`config.mk`:
```
export PLATFORM = sky130hd
export DESIGN_NAME = linear_interp_resampler_pcm16
export DESIGN_NICKNAME = d
export VERILOG_FILES = /design/src/hdl/lir_pkg.sv /design/src/hdl/lir_front.sv /design/src/hdl/lir_back.sv /design/src/hdl/linear_interp_resampler_pcm16.sv
export SDC_FILE = /design/constraint.sdc
export NUM_CORES = 2
export LEC_CHECK = 0
export BUFFER_PORTS_ARGS = -buffer_cell sky130_fd_sc_hd__buf_2
export CORE_ASPECT_RATIO = 1.4
export CORE_MARGIN = 2
export CORE_UTILIZATION = 60
export CTS_BUF_LIST = sky130_fd_sc_hd__clkbuf_4
export DETAILED_ROUTE_END_ITERATION = 16
export PLACE_DENSITY = 0.76
export REMOVE_ABC_BUFFERS = 1
export SETUP_SLACK_MARGIN = 0.5
export SYNTH_ARGS = -nofsm -noshare
export SYNTH_HDL_FRONTEND = slang
export SYNTH_SLANG_ARGS = --single-unit
export TNS_END_PERCENT = 1
```
`constraint.sdc`:
```
create_clock -name clk -period 8.8 [get_ports clk]
set_input_delay 1.76 -clock clk [delete_from_list [all_inputs] [get_ports clk]]
set_output_delay 1.76 -clock clk [all_outputs]
set_load 0.02 [all_outputs]
```
`src/hdl/lir_pkg.sv`:
```
// lir_pkg: shared types and fixed constants for the linear interpolation resampler
// used by lir_front, lir_back and linear_interp_resampler_pcm16; depends on nothing

package lir_pkg;

  localparam int QUEUE_DEPTH = 2;
  localparam int QPTR_W      = $clog2(QUEUE_DEPTH);
  localparam int QCNT_W      = $clog2(QUEUE_DEPTH + 1);

  localparam int CMD_W   = 2;
  localparam int STEP_W  = 25;
  localparam int LIMIT_W = 24;
  localparam int PCM_W   = 16;
  localparam int STAT_W  = 2;
  localparam int INDEX_W = 1;

  localparam logic [CMD_W-1:0] CMD_SAMPLE  = 2'd0;
  localparam logic [CMD_W-1:0] CMD_TAKE    = 2'd1;
  localparam logic [CMD_W-1:0] CMD_RESTART = 2'd2;

  localparam logic [INDEX_W-1:0] REG_STEP  = 1'b0;
  localparam logic [INDEX_W-1:0] REG_LIMIT = 1'b1;

  localparam logic [STEP_W-1:0]  STEP_RESET  = 25'd65536;
  localparam logic [LIMIT_W-1:0] LIMIT_RESET = 24'd65535;

  // output full scale is 2^15 - 1, so the gain is a shift and a subtract
  localparam int               GAIN_SHIFT = 15;
  localparam logic [PCM_W-1:0] PCM_MAX    = 16'd32767;

  typedef enum logic [1:0] {
    OP_SAMPLE,
    OP_TAKE,
    OP_RESTART
  } op_t;

  typedef enum logic [STAT_W-1:0] {
    STAT_OK       = 2'd0,
    STAT_BAD_CFG  = 2'd1,
    STAT_TOO_MANY = 2'd2,
    STAT_REJECTED = 2'd3
  } status_t;

  typedef enum logic [2:0] {
    S_IDLE,
    S_WALK,
    S_MUL,
    S_SUM,
    S_SCALE,
    S_EMIT
  } state_t;

  typedef struct packed {
    logic valid;
    op_t  op;
  } head_t;

endpackage

```
`src/hdl/lir_front.sv`:
```
// lir_front: takes input items, decodes the command and holds them in a short queue
// depends on lir_pkg

module lir_front #(
  parameter int SAMPLE_BITS = 24
) (
  input  logic                                clk,
  input  logic                                rst,
  input  logic                                in_valid,
  output logic                                in_stall,
  input  logic [lir_pkg::CMD_W-1:0]           command,
  input  logic signed [SAMPLE_BITS-1:0]       sample_in,
  input  logic                                pop,
  output lir_pkg::head_t                      head,
  output logic signed [SAMPLE_BITS-1:0]       head_sample
);

  lir_pkg::op_t                 q_op     [lir_pkg::QUEUE_DEPTH];
  logic signed [SAMPLE_BITS-1:0] q_sample [lir_pkg::QUEUE_DEPTH];

  logic [lir_pkg::QPTR_W-1:0] wr_ptr;
  logic [lir_pkg::QPTR_W-1:0] rd_ptr;
  logic [lir_pkg::QCNT_W-1:0] count;

  logic         accept;
  logic         push;
  lir_pkg::op_t push_op;

  assign in_stall = (count == lir_pkg::QCNT_W'(lir_pkg::QUEUE_DEPTH));
  assign accept   = in_valid && !in_stall;

  // unused command code is dropped here and never reaches the back end
  always_comb begin
    push    = 1'b0;
    push_op = lir_pkg::OP_SAMPLE;
    case (command)
      lir_pkg::CMD_SAMPLE: begin
        push    = accept;
        push_op = lir_pkg::OP_SAMPLE;
      end
      lir_pkg::CMD_TAKE: begin
        push    = accept;
        push_op = lir_pkg::OP_TAKE;
      end
      lir_pkg::CMD_RESTART: begin
        push    = accept;
        push_op = lir_pkg::OP_RESTART;
      end
      default: begin
        push = 1'b0;
      end
    endcase
  end

  always_ff @(posedge clk) begin
    if (push) begin
      q_op[wr_ptr]     <= push_op;
      q_sample[wr_ptr] <= sample_in;
    end
  end

  always_ff @(posedge clk) begin
    if (rst) begin
      wr_ptr <= '0;
      rd_ptr <= '0;
      count  <= '0;
    end else begin
      if (push) begin
        wr_ptr <= wr_ptr + lir_pkg::QPTR_W'(1);
      end
      if (pop) begin
        rd_ptr <= rd_ptr + lir_pkg::QPTR_W'(1);
      end
      case ({push, pop})
        2'b10:   count <= count + lir_pkg::QCNT_W'(1);
        2'b01:   count <= count - lir_pkg::QCNT_W'(1);
        default: count <= count;
      endcase
    end
  end

  assign head.valid  = (count != '0);
  assign head.op     = q_op[rd_ptr];
  assign head_sample = q_sample[rd_ptr];

endmodule

```
`src/hdl/lir_back.sv`:
```
// lir_back: stream state, interpolation datapath and output register of the resampler
// depends on lir_pkg; fed by lir_front

module lir_back #(
  parameter int SAMPLE_BITS            = 24,
  parameter int PHASE_FRAC_BITS        = 16,
  parameter int MAX_OUTPUTS_PER_SAMPLE = 64
) (
  input  logic                                clk,
  input  logic                                rst,
  input  lir_pkg::head_t                      head,
  input  logic signed [SAMPLE_BITS-1:0]       head_sample,
  output logic                                pop,
  input  logic [lir_pkg::STEP_W-1:0]          step_q16,
  input  logic [lir_pkg::LIMIT_W-1:0]         max_buffered_samples,
  output logic                                out_valid,
  input  logic                                out_stall,
  output logic signed [lir_pkg::PCM_W-1:0]    pcm_out,
  output logic [lir_pkg::STAT_W-1:0]          status,
  output logic                                last
);

  localparam int SB     = SAMPLE_BITS;
  localparam int PF     = PHASE_FRAC_BITS;
  localparam int POS_W  = (PF >= lir_pkg::STEP_W) ? PF + 2 : lir_pkg::STEP_W + 1;
  localparam int ITER_W = $clog2(MAX_OUTPUTS_PER_SAMPLE + 1);
  localparam int PROD_W = SB + PF + 2;
  localparam int V_W    = PROD_W + 1;
  localparam int K      = SB - 1 + PF;
  localparam int MAG_W  = K + 1;
  localparam int SC_W   = MAG_W + lir_pkg::GAIN_SHIFT;

  localparam logic [POS_W-1:0]          POS_ONE  = POS_W'(1) << PF;
  localparam logic [PF:0]               W_ONE    = POS_ONE[PF:0];
  localparam int                        MIN_STEP_I =
    ((1 << PF) + MAX_OUTPUTS_PER_SAMPLE - 1) / MAX_OUTPUTS_PER_SAMPLE;
  localparam logic [lir_pkg::STEP_W-1:0] MIN_STEP = lir_pkg::STEP_W'(MIN_STEP_I);
  localparam logic [ITER_W-1:0]         ITER_MAX = ITER_W'(MAX_OUTPUTS_PER_SAMPLE);
  localparam logic [SC_W-1:0]           HALF     = SC_W'(1) << (K - 1);

  lir_pkg::state_t  state, state_next;
  logic [POS_W-1:0] rel_position, rel_position_next;
  logic signed [SB-1:0] prev_sample, prev_sample_next;
  logic             have_prev, have_prev_next;
  lir_pkg::status_t error_code, error_code_next;
  logic [lir_pkg::LIMIT_W-1:0] buffered_count, buffered_count_next;

  logic [POS_W-1:0]     pos, pos_next;
  logic [ITER_W-1:0]    iter, iter_next;
  logic signed [SB-1:0] cur_sample, cur_sample_next;
  logic [PF:0]          wpos, wpos_next;
  logic signed [PROD_W-1:0] prod_a, prod_a_next;
  logic signed [PROD_W-1:0] prod_b, prod_b_next;
  logic [MAG_W-1:0]     mag, mag_next;
  logic                 neg, neg_next;
  logic [lir_pkg::PCM_W-1:0] res_pcm, res_pcm_next;
  lir_pkg::status_t     res_status, res_status_next;
  logic                 res_last, res_last_next;
  logic                 ret_walk, ret_walk_next;

  logic                 out_valid_next;
  logic signed [lir_pkg::PCM_W-1:0] pcm_out_next;
  logic [lir_pkg::STAT_W-1:0] status_next;
  logic                 last_next;

  logic                 cfg_bad;
  logic [POS_W-1:0]     pos_step;
  logic [ITER_W-1:0]    iter_inc;
  logic                 in_loop;
  logic [PF:0]          weight_a;
  logic signed [PF+1:0] weight_a_s;
  logic signed [PF+1:0] weight_b_s;
  logic signed [V_W-1:0] sum_v;
  logic signed [V_W-1:0] abs_v;
  logic [SC_W-1:0]      scaled;
  logic [lir_pkg::PCM_W-1:0] rounded;
  logic [lir_pkg::PCM_W-1:0] clamped;

  assign cfg_bad = (step_q16 == '0) || (step_q16 < MIN_STEP) || (max_buffered_samples == '0);

  assign pos_step = pos + POS_W'(step_q16);
  assign iter_inc = iter + ITER_W'(1);
  assign in_loop  = (pos <= POS_ONE) && (iter < ITER_MAX);

  assign weight_a   = W_ONE - wpos;
  assign weight_a_s = $signed({1'b0, weight_a});
  assign weight_b_s = $signed({1'b0, wpos});

  assign sum_v = V_W'(prod_a) + V_W'(prod_b);
  assign abs_v = sum_v[V_W-1] ? -sum_v : sum_v;

  // mag * 32767 plus half an lsb, then drop the fraction
  assign scaled  = (SC_W'(mag) << lir_pkg::GAIN_SHIFT) - SC_W'(mag) + HALF;
  assign rounded = scaled[SC_W-1:K];
  assign clamped = (rounded > lir_pkg::PCM_MAX) ? lir_pkg::PCM_MAX : rounded;

  always_comb begin
    state_next          = state;
    rel_position_next   = rel_position;
    prev_sample_next    = prev_sample;
    have_prev_next      = have_prev;
    error_code_next     = error_code;
    buffered_count_next = buffered_count;
    pos_next            = pos;
    iter_next           = iter;
    cur_sample_next     = cur_sample;
    wpos_next           = wpos;
    prod_a_next         = prod_a;
    prod_b_next         = prod_b;
    mag_next            = mag;
    neg_next            = neg;
    res_pcm_next        = res_pcm;
    res_status_next     = res_status;
    res_last_next       = res_last;
    ret_walk_next       = ret_walk;
    out_valid_next      = out_valid;
    pcm_out_next        = pcm_out;
    status_next         = status;
    last_next           = last;
    pop                 = 1'b0;

    if (out_valid && !out_stall) begin
      out_valid_next = 1'b0;
    end

    case (state)
      lir_pkg::S_IDLE: begin
        if (head.valid) begin
          pop = 1'b1;
          case (head.op)
            lir_pkg::OP_TAKE: begin
              buffered_count_next = '0;
            end
            lir_pkg::OP_RESTART: begin
              buffered_count_next = '0;
              rel_position_next   = POS_ONE;
              prev_sample_next    = '0;
              have_prev_next      = 1'b0;
              error_code_next     = lir_pkg::STAT_OK;
            end
            lir_pkg::OP_SAMPLE: begin
              if (error_code != lir_pkg::STAT_OK) begin
                res_pcm_next    = '0;
                res_status_next = lir_pkg::STAT_REJECTED;
                res_last_next   = 1'b1;
                ret_walk_next   = 1'b0;
                state_next      = lir_pkg::S_EMIT;
              end else if (cfg_bad) begin
                error_code_next = lir_pkg::STAT_BAD_CFG;
                res_pcm_next    = '0;
                res_status_next = lir_pkg::STAT_BAD_CFG;
                res_last_next   = 1'b1;
                ret_walk_next   = 1'b0;
                state_next      = lir_pkg::S_EMIT;
              end else begin
                cur_sample_next = head_sample;
                pos_next        = rel_position;
                iter_next       = '0;
                state_next      = lir_pkg::S_WALK;
              end
            end
            default: begin
              state_next = lir_pkg::S_IDLE;
            end
          endcase
        end
      end

      lir_pkg::S_WALK: begin
        if (in_loop) begin
          iter_next = iter_inc;
          if (!have_prev && (pos < POS_ONE)) begin
            // no previous sample yet: positions before the new one give nothing
            pos_next = pos_step;
          end else if (buffered_count >= max_buffered_samples) begin
            error_code_next = lir_pkg::STAT_TOO_MANY;
            res_pcm_next    = '0;
            res_status_next = lir_pkg::STAT_TOO_MANY;
            res_last_next   = 1'b1;
            ret_walk_next   = 1'b0;
            state_next      = lir_pkg::S_EMIT;
          end else begin
            wpos_next           = pos[PF:0];
            // every later pass of the loop yields a result, so look one step ahead
            res_last_next       = !((pos_step <= POS_ONE) && (iter_inc < ITER_MAX));
            buffered_count_next = buffered_count + lir_pkg::LIMIT_W'(1);
            pos_next            = pos_step;
            state_next          = lir_pkg::S_MUL;
          end
        end else begin
          rel_position_next = (pos > POS_ONE) ? pos - POS_ONE : '0;
          prev_sample_next  = cur_sample;
          have_prev_next    = 1'b1;
          state_next        = lir_pkg::S_IDLE;
        end
      end

      lir_pkg::S_MUL: begin
        prod_a_next = PROD_W'(prev_sample) * PROD_W'(weight_a_s);
        prod_b_next = PROD_W'(cur_sample) * PROD_W'(weight_b_s);
        state_next  = lir_pkg::S_SUM;
      end

      lir_pkg::S_SUM: begin
        neg_next   = sum_v[V_W-1];
        mag_next   = abs_v[MAG_W-1:0];
        state_next = lir_pkg::S_SCALE;
      end

      lir_pkg::S_SCALE: begin
        res_pcm_next    = neg ? -clamped : clamped;
        res_status_next = lir_pkg::STAT_OK;
        ret_walk_next   = 1'b1;
        state_next      = lir_pkg::S_EMIT;
      end

      lir_pkg::S_EMIT: begin
        if (!out_valid || !out_stall) begin
          out_valid_next = 1'b1;
          pcm_out_next   = res_pcm;
          status_next    = res_status;
          last_next      = res_last;
          state_next     = ret_walk ? lir_pkg::S_WALK : lir_pkg::S_IDLE;
        end
      end

      default: begin
        state_next = lir_pkg::S_IDLE;
      end
    endcase
  end

  always_ff @(posedge clk) begin
    if (rst) begin
      state          <= lir_pkg::S_IDLE;
      rel_position   <= POS_ONE;
      prev_sample    <= '0;
      have_prev      <= 1'b0;
      error_code     <= lir_pkg::STAT_OK;
      buffered_count <= '0;
      out_valid      <= 1'b0;
    end else begin
      state          <= state_next;
      rel_position   <= rel_position_next;
      prev_sample    <= prev_sample_next;
      have_prev      <= have_prev_next;
      error_code     <= error_code_next;
      buffered_count <= buffered_count_next;
      out_valid      <= out_valid_next;
    end
  end

  always_ff @(posedge clk) begin
    pos        <= pos_next;
    iter       <= iter_next;
    cur_sample <= cur_sample_next;
    wpos       <= wpos_next;
    prod_a     <= prod_a_next;
    prod_b     <= prod_b_next;
    mag        <= mag_next;
    neg        <= neg_next;
    res_pcm    <= res_pcm_next;
    res_status <= res_status_next;
    res_last   <= res_last_next;
    ret_walk   <= ret_walk_next;
    pcm_out    <= pcm_out_next;
    status     <= status_next;
    last       <= last_next;
  end

endmodule

```
`src/hdl/linear_interp_resampler_pcm16.sv`:
```
// linear_interp_resampler_pcm16: top level, configuration registers and the two halves
// depends on lir_pkg, lir_front and lir_back
//
// Mono linear-interpolation sample-rate converter producing PCM16. Items are queued
// two deep in front of the processing engine, so input is taken while results wait.
// A take or restart command is handled in the idle state. A sample starts in idle,
// walks past each read position skipped before the first sample, passes each output
// through position step, two multipliers, sum, gain and rounding, and the output
// register (held there by any output stall), and ends with a closing walk step; error
// results skip straight to the output register. Outputs share one multiply/scale path.
// step_q16 and max_buffered_samples may be written at any time the block is idle.

module linear_interp_resampler_pcm16 #(
  parameter int SAMPLE_BITS            = 24,
  parameter int PHASE_FRAC_BITS        = 16,
  parameter int MAX_OUTPUTS_PER_SAMPLE = 64
) (
  input  logic                                clk,
  input  logic                                rst,
  input  logic                                in_valid,
  output logic                                in_stall,
  input  logic [lir_pkg::CMD_W-1:0]           command,
  input  logic signed [SAMPLE_BITS-1:0]       sample_in,
  output logic                                out_valid,
  input  logic                                out_stall,
  output logic signed [lir_pkg::PCM_W-1:0]    pcm_out,
  output logic [lir_pkg::STAT_W-1:0]          status,
  output logic                                last,
  input  logic                                cfg_valid,
  output logic                                cfg_ready,
  input  logic [lir_pkg::INDEX_W-1:0]         cfg_index,
  input  logic [lir_pkg::STEP_W-1:0]          cfg_data
);

  logic [lir_pkg::STEP_W-1:0]  step_q16;
  logic [lir_pkg::LIMIT_W-1:0] max_buffered_samples;

  lir_pkg::head_t              head;
  logic signed [SAMPLE_BITS-1:0] head_sample;
  logic                        pop;

  assign cfg_ready = 1'b1;

  always_ff @(posedge clk) begin
    if (rst) begin
      step_q16             <= lir_pkg::STEP_RESET;
      max_buffered_samples <= lir_pkg::LIMIT_RESET;
    end else if (cfg_valid && cfg_ready) begin
      case (cfg_index)
        lir_pkg::REG_STEP:  step_q16 <= cfg_data;
        lir_pkg::REG_LIMIT: max_buffered_samples <= cfg_data[lir_pkg::LIMIT_W-1:0];
        default: begin
          step_q16 <= step_q16;
        end
      endcase
    end
  end

  lir_front #(
    .SAMPLE_BITS (SAMPLE_BITS)
  ) u_front (
    .clk         (clk),
    .rst         (rst),
    .in_valid    (in_valid),
    .in_stall    (in_stall),
    .command     (command),
    .sample_in   (sample_in),
    .pop         (pop),
    .head        (head),
    .head_sample (head_sample)
  );

  lir_back #(
    .SAMPLE_BITS            (SAMPLE_BITS),
    .PHASE_FRAC_BITS        (PHASE_FRAC_BITS),
    .MAX_OUTPUTS_PER_SAMPLE (MAX_OUTPUTS_PER_SAMPLE)
  ) u_back (
    .clk                  (clk),
    .rst                  (rst),
    .head                 (head),
    .head_sample          (head_sample),
    .pop                  (pop),
    .step_q16             (step_q16),
    .max_buffered_samples (max_buffered_samples),
    .out_valid            (out_valid),
    .out_stall            (out_stall),
    .pcm_out              (pcm_out),
    .status               (status),
    .last                 (last)
  );

endmodule

```
==> impl_metrics.prom <==
# TYPE chip_impl_metric gauge
chip_impl_metric{name="cellInternalPower",unit="mW"} 11.7
chip_impl_metric{name="worst-slew-pin-transition",unit="ns"} 1.19
chip_impl_metric{name="final_core_util",unit="%"} 64.2
chip_impl_info{name="hold-path-endpoint",value="u_back.status[1]"} 1
chip_impl_metric{name="post_place_instance_area",unit="mm^2"} 0.0541
chip_impl_info{name="result_of_the_run",value="complete, no violations"} 1
chip_impl_metric{name="power.density",unit="mW/mm^2"} 414
chip_impl_metric{name="power.share.clock",unit="%"} 7.6
chip_impl_metric{name="ff_latch_count_synth",unit=""} 425
chip_impl_metric{name="pin_count_of_the_biggest_net_entering_global_routing",unit=""} 57
chip_impl_metric{name="syn-cell-area",unit="mm^2"} 0.0524
chip_impl_metric{name="sw_frac_of_total",unit="%"} 49.3
chip_impl_metric{name="setup_total_negative_slack",unit="ns"} 0
chip_impl_metric{name="yosys.area_share.adder",unit="%"} 39.5
chip_impl_metric{name="post-route-cell-area",unit="mm^2"} 0.0557
chip_impl_metric{name="final_net_count",unit=""} 6859
chip_impl_metric{name="cts-htree-levels",unit=""} 3
chip_impl_metric{name="syn2layout_area_growth",unit="%"} 6.28
chip_impl_info{name="yosys_most_used_dff",value="sky130_fd_sc_hd__edfxtp_1"} 1
chip_impl_metric{name="initial_core_util",unit="%"} 60.4
chip_impl_metric{name="seq_power_share",unit="%"} 15.1
chip_impl_metric{name="die_y",unit="um"} 354
chip_impl_metric{name="detail-route-antenna-nets",unit=""} 0
chip_impl_metric{name="io_pins",unit=""} 79
chip_impl_metric{name="finalWorstPathRequiredPeriod",unit="ns"} 8.07
chip_impl_metric{name="total_routing_resource_utilization_after_global_routing",unit="%"} 31.9
chip_impl_info{name="hold_path.class",value="flip-flop to flip-flop"} 1
chip_impl_metric{name="stdcell_count",unit=""} 6889
chip_impl_metric{name="finalHoldViolations",unit=""} 0
chip_impl_metric{name="async_flop_share",unit="%"} 0
chip_impl_info{name="critical_path_class",value="flip-flop to flip-flop"} 1
chip_impl_info{name="cp-start-kind",value="flip-flop"} 1
chip_impl_metric{name="layout_setup_ws",unit="ns"} 0.735
chip_impl_metric{name="syn-instance-count",unit=""} 5600
chip_impl_metric{name="post_drt_via_cell_ratio",unit=""} 5.79
chip_impl_metric{name="relSlewSlack",unit="%"} 20.7
chip_impl_metric{name="worstRegToRegCells",unit=""} 21
chip_impl_metric{name="drv.max_cap_violation_count",unit=""} 0
chip_impl_metric{name="dpl.hpwl",unit="um"} 109000
chip_impl_metric{name="floorplan.core_area",unit="mm^2"} 0.0868
chip_impl_info{name="final_common_cell",value="sky130_fd_sc_hd__inv_1"} 1
chip_impl_metric{name="power.total",unit="mW"} 23.1
chip_impl_info{name="crit-reg2reg-launch",value="u_back.cur_sample[10]"} 1
chip_impl_metric{name="ys_warn_count",unit=""} 0
chip_impl_metric{name="place.gp.congestion",unit=""} 0.974
chip_impl_metric{name="layout.filler_cells",unit=""} 7290
chip_impl_metric{name="wl_met3",unit="um"} 8110
chip_impl_info{name="route.top_layer_used",value="met5"} 1
chip_impl_info{name="crit_end_category",value="flip-flop"} 1
chip_impl_metric{name="drive_gt1_share",unit="%"} 7.75
chip_impl_metric{name="p_leak",unit="nW"} 26.3
chip_impl_metric{name="holdPathStages",unit=""} 0
chip_impl_info{name="rsz_0062_raised_after_global_routing",value="yes"} 1
chip_impl_metric{name="number_of_antenna_violations_at_the_first_check_in_global_routing",unit=""} 4
chip_impl_metric{name="synth-simple-area-share",unit="%"} 16.0
chip_impl_metric{name="drt_drc_violations_left",unit=""} 0
chip_impl_metric{name="compound_gate_portion_of_the_synthesized_area",unit="%"} 9.41
chip_impl_metric{name="synth_xor_xnor_area_share",unit="%"} 3.46
chip_impl_metric{name="hold-worst-slack",unit="ns"} 0.411
chip_impl_metric{name="fin_crit_sh",unit="%"} 91.7
chip_impl_metric{name="first_iter_violations",unit=""} 2423
chip_impl_metric{name="report.final.setup_viol",unit=""} 0
chip_impl_info{name="cts_root_buffer",value="sky130_fd_sc_hd__clkbuf_4"} 1
chip_impl_metric{name="met1_length",unit="um"} 47900
chip_impl_metric{name="worst-r2r-setup-slack",unit="ns"} 0.73
chip_impl_metric{name="total_switching_power",unit="mW"} 11.4
chip_impl_metric{name="fp.dieW",unit="um"} 254
chip_impl_metric{name="detailedPlace.worstSlack",unit="ns"} 0.229
chip_impl_metric{name="placement_rows",unit=""} 128
chip_impl_metric{name="grt_pass1_wl",unit="um"} 222000
chip_impl_metric{name="drt_pre_antenna_iters",unit=""} 6
chip_impl_metric{name="design.die.area",unit="mm^2"} 0.0898
chip_impl_metric{name="clk_path_buf_depth",unit=""} 3
chip_impl_metric{name="critPathArrivalTime",unit="ns"} 8.76
chip_impl_metric{name="dr_total_vias",unit=""} 39900
chip_impl_metric{name="vias_in_the_first_global_route",unit=""} 42500
chip_impl_metric{name="place.detailed.instances",unit=""} 6682
chip_impl_metric{name="worstSkewPairLatency",unit="ns"} 0.93
chip_impl_metric{name="grt.overflow.total",unit=""} 0
chip_impl_metric{name="synthMuxAreaShare",unit="%"} 0.902
chip_impl_metric{name="cp_max_fo",unit=""} 18
chip_impl_metric{name="ys_types",unit=""} 91
chip_impl_metric{name="power.combinational.fraction",unit="%"} 77.3
chip_impl_metric{name="synth-edff-count",unit=""} 290
chip_impl_metric{name="syn_avg_cell_area",unit="um^2"} 9.36
chip_impl_metric{name="peakVddDrop",unit="mV"} 0.800
chip_impl_info{name="r2r_end",value="u_back.prod_b[31]"} 1
chip_impl_info{name="most-common-layout-cells",value="1012 x sky130_fd_sc_hd__inv_1, 804 x sky130_fd_sc_hd__fa_1, 768 x sky130_fd_sc_hd__nand2_1"} 1
chip_impl_metric{name="cts-buffers-inserted",unit=""} 108
chip_impl_metric{name="cts.clk_slew.worst_paths",unit="ns"} 0.07
chip_impl_metric{name="clock_sinks",unit=""} 425
chip_impl_metric{name="final.setup_skew",unit="ns"} 0.0816
chip_impl_metric{name="cp_data_required_time",unit="ns"} 9.49
chip_impl_metric{name="postCtsHoldBufs",unit=""} 0
chip_impl_metric{name="wl_met2",unit="um"} 72700
chip_impl_info{name="synth_top_family_by_area",value="adder cells"} 1
chip_impl_metric{name="final_slew_violations",unit=""} 0
chip_impl_info{name="tritoncts",value="built"} 1
chip_impl_metric{name="wire_per_inst",unit="um"} 20.1
chip_impl_metric{name="numPortBuffers",unit=""} 77
chip_impl_metric{name="detailed_route_wl",unit="um"} 138000
chip_impl_info{name="worstHoldStart",value="u_back.res_status[1]"} 1
chip_impl_metric{name="max_freq",unit="MHz"} 124
chip_impl_metric{name="synth_seq_area_share",unit="%"} 21.8
-- area by class of cell --
| type | count | area, um^2 | share of cell area, % |
|---|---|---|---|
| inverter | 1014 | 3810 | 6.83 |
| timing repair buffer | 163 | 1070 | 1.92 |
| antenna | 2 | 5.00 | 0.00898 |
| clock inverter | 40 | 254 | 0.456 |
| multi-input combinational | 3918 | 36500 | 65.6 |
| clock buffer | 157 | 1180 | 2.11 |
| tap | 1170 | 1460 | 2.63 |
| sequential | 425 | 11400 | 20.5 |
-- cells in the mapped netlist, types with 50 or more instances --
library cell / instances / area, um^2
sky130_fd_sc_hd__xnor2_1: 137 / 1200
sky130_fd_sc_hd__a22oi_1: 50 / 375
sky130_fd_sc_hd__clkbuf_1: 215 / 807
sky130_fd_sc_hd__nand3_1: 65 / 325
sky130_fd_sc_hd__fa_1: 804 / 16100
sky130_fd_sc_hd__and2_1: 316 / 1980
sky130_fd_sc_hd__nor3_1: 63 / 315
sky130_fd_sc_hd__dfxtp_1: 135 / 2700
sky130_fd_sc_hd__xor2_1: 70 / 613
sky130_fd_sc_hd__nor2b_1: 55 / 344
sky130_fd_sc_hd__a21oi_1: 219 / 1100
sky130_fd_sc_hd__inv_1: 1012 / 3800
sky130_fd_sc_hd__ha_1: 368 / 4600
sky130_fd_sc_hd__nand2_1: 768 / 2880
sky130_fd_sc_hd__a21o_1: 68 / 510
sky130_fd_sc_hd__o21ai_0: 144 / 721
sky130_fd_sc_hd__edfxtp_1: 290 / 8710
sky130_fd_sc_hd__nor2_1: 234 / 878
-- kinds of logic (layout without fill, tap and decap cells) --
| logic type | Yosys count | after routing |
|---|---|---|
| compound gates | 759 | 759 |
| xor+xnor | 207 | 207 |
| fa+ha+maj | 1172 | 1172 |
| buf+inv | 1257 | 1374 |
| flops | 425 | 425 |
| mux | 44 | 44 |
| other cells | 1 | 3 |
| simple gates | 1735 | 1735 |
-- power by group through the flow --
stage | Sequential, mW | Clock (mW) | Combinational [mW]
6_report | 3.48 | 1.76 | 17.8
5_1_grt | 3.48 | 1.90 | 20.0
2_1_floorplan | 3.39 | 0 | 13.5
3_3_place_gp | 3.50 | 0 | 17.2
4_1_cts | 3.46 | 1.80 | 17.7
3_5_place_dp | 3.51 | 0 | 17.6
-- critical path, cell delays in order (launching register included) --
cell	delay, ns
sky130_fd_sc_hd__edfxtp_1	0.99
sky130_fd_sc_hd__nand2_1	0.20
sky130_fd_sc_hd__fa_1	0.58
sky130_fd_sc_hd__inv_1	0.06
sky130_fd_sc_hd__fa_1	0.56
sky130_fd_sc_hd__inv_1	0.06
sky130_fd_sc_hd__fa_1	0.55
sky130_fd_sc_hd__fa_1	0.45
sky130_fd_sc_hd__fa_1	0.55
sky130_fd_sc_hd__inv_1	0.06
sky130_fd_sc_hd__fa_1	0.47
sky130_fd_sc_hd__ha_1	0.38
sky130_fd_sc_hd__a21o_1	0.20
sky130_fd_sc_hd__a21o_1	0.18
sky130_fd_sc_hd__a21oi_1	0.16
sky130_fd_sc_hd__o21ai_0	0.10
sky130_fd_sc_hd__a211oi_1	0.55
sky130_fd_sc_hd__a21boi_0	0.27
sky130_fd_sc_hd__o31a_1	0.34
sky130_fd_sc_hd__o31ai_1	0.35
sky130_fd_sc_hd__or4b_2	0.63
sky130_fd_sc_hd__o311ai_0	0.14
-- how the worst max path moves through the flow --
stage                     startpoint                end  slack (ns)
2_1_floorplan         u_back.wpos[0]  u_back.prod_a[40]        0.11
3_3_place_gp          u_back.wpos[2]  u_back.prod_a[40]        0.39
3_5_place_dp          u_back.wpos[2]  u_back.prod_a[40]        0.23
4_1_cts               u_back.wpos[0]  u_back.prod_a[40]        0.52
5_1_grt               u_back.wpos[0]  u_back.prod_a[41]        0.46
6_report       u_back.cur_sample[10]  u_back.prod_b[31]        0.73
-- metal layers --
metal,global-route usage (%),vias up
met5,0,-
met4,20.1,2
met3,4.41,513
met2,57.7,1455
met1,34.8,19900
li1,-,18100
-- sequential cells by signal, indices dropped and copies added (netlist names), 25 cells and up, named ones only --
signal               count
u_back.prod_a           42
step_q16                25
u_back.rel_position     26
u_front.q_sample        48
u_back.pos              26
u_back.mag              40
u_back.prod_b           42
-- what timing repair did --
action / 4_1_cts / 5_1_grt
gates resized for setup: 6 / 20
pin swaps: 0 / 1
setup endpoints to repair: 3 / 14
setup buffers: 0 / 8
gates cloned: 0 / 0
Power figures use the tool's default switching activity.
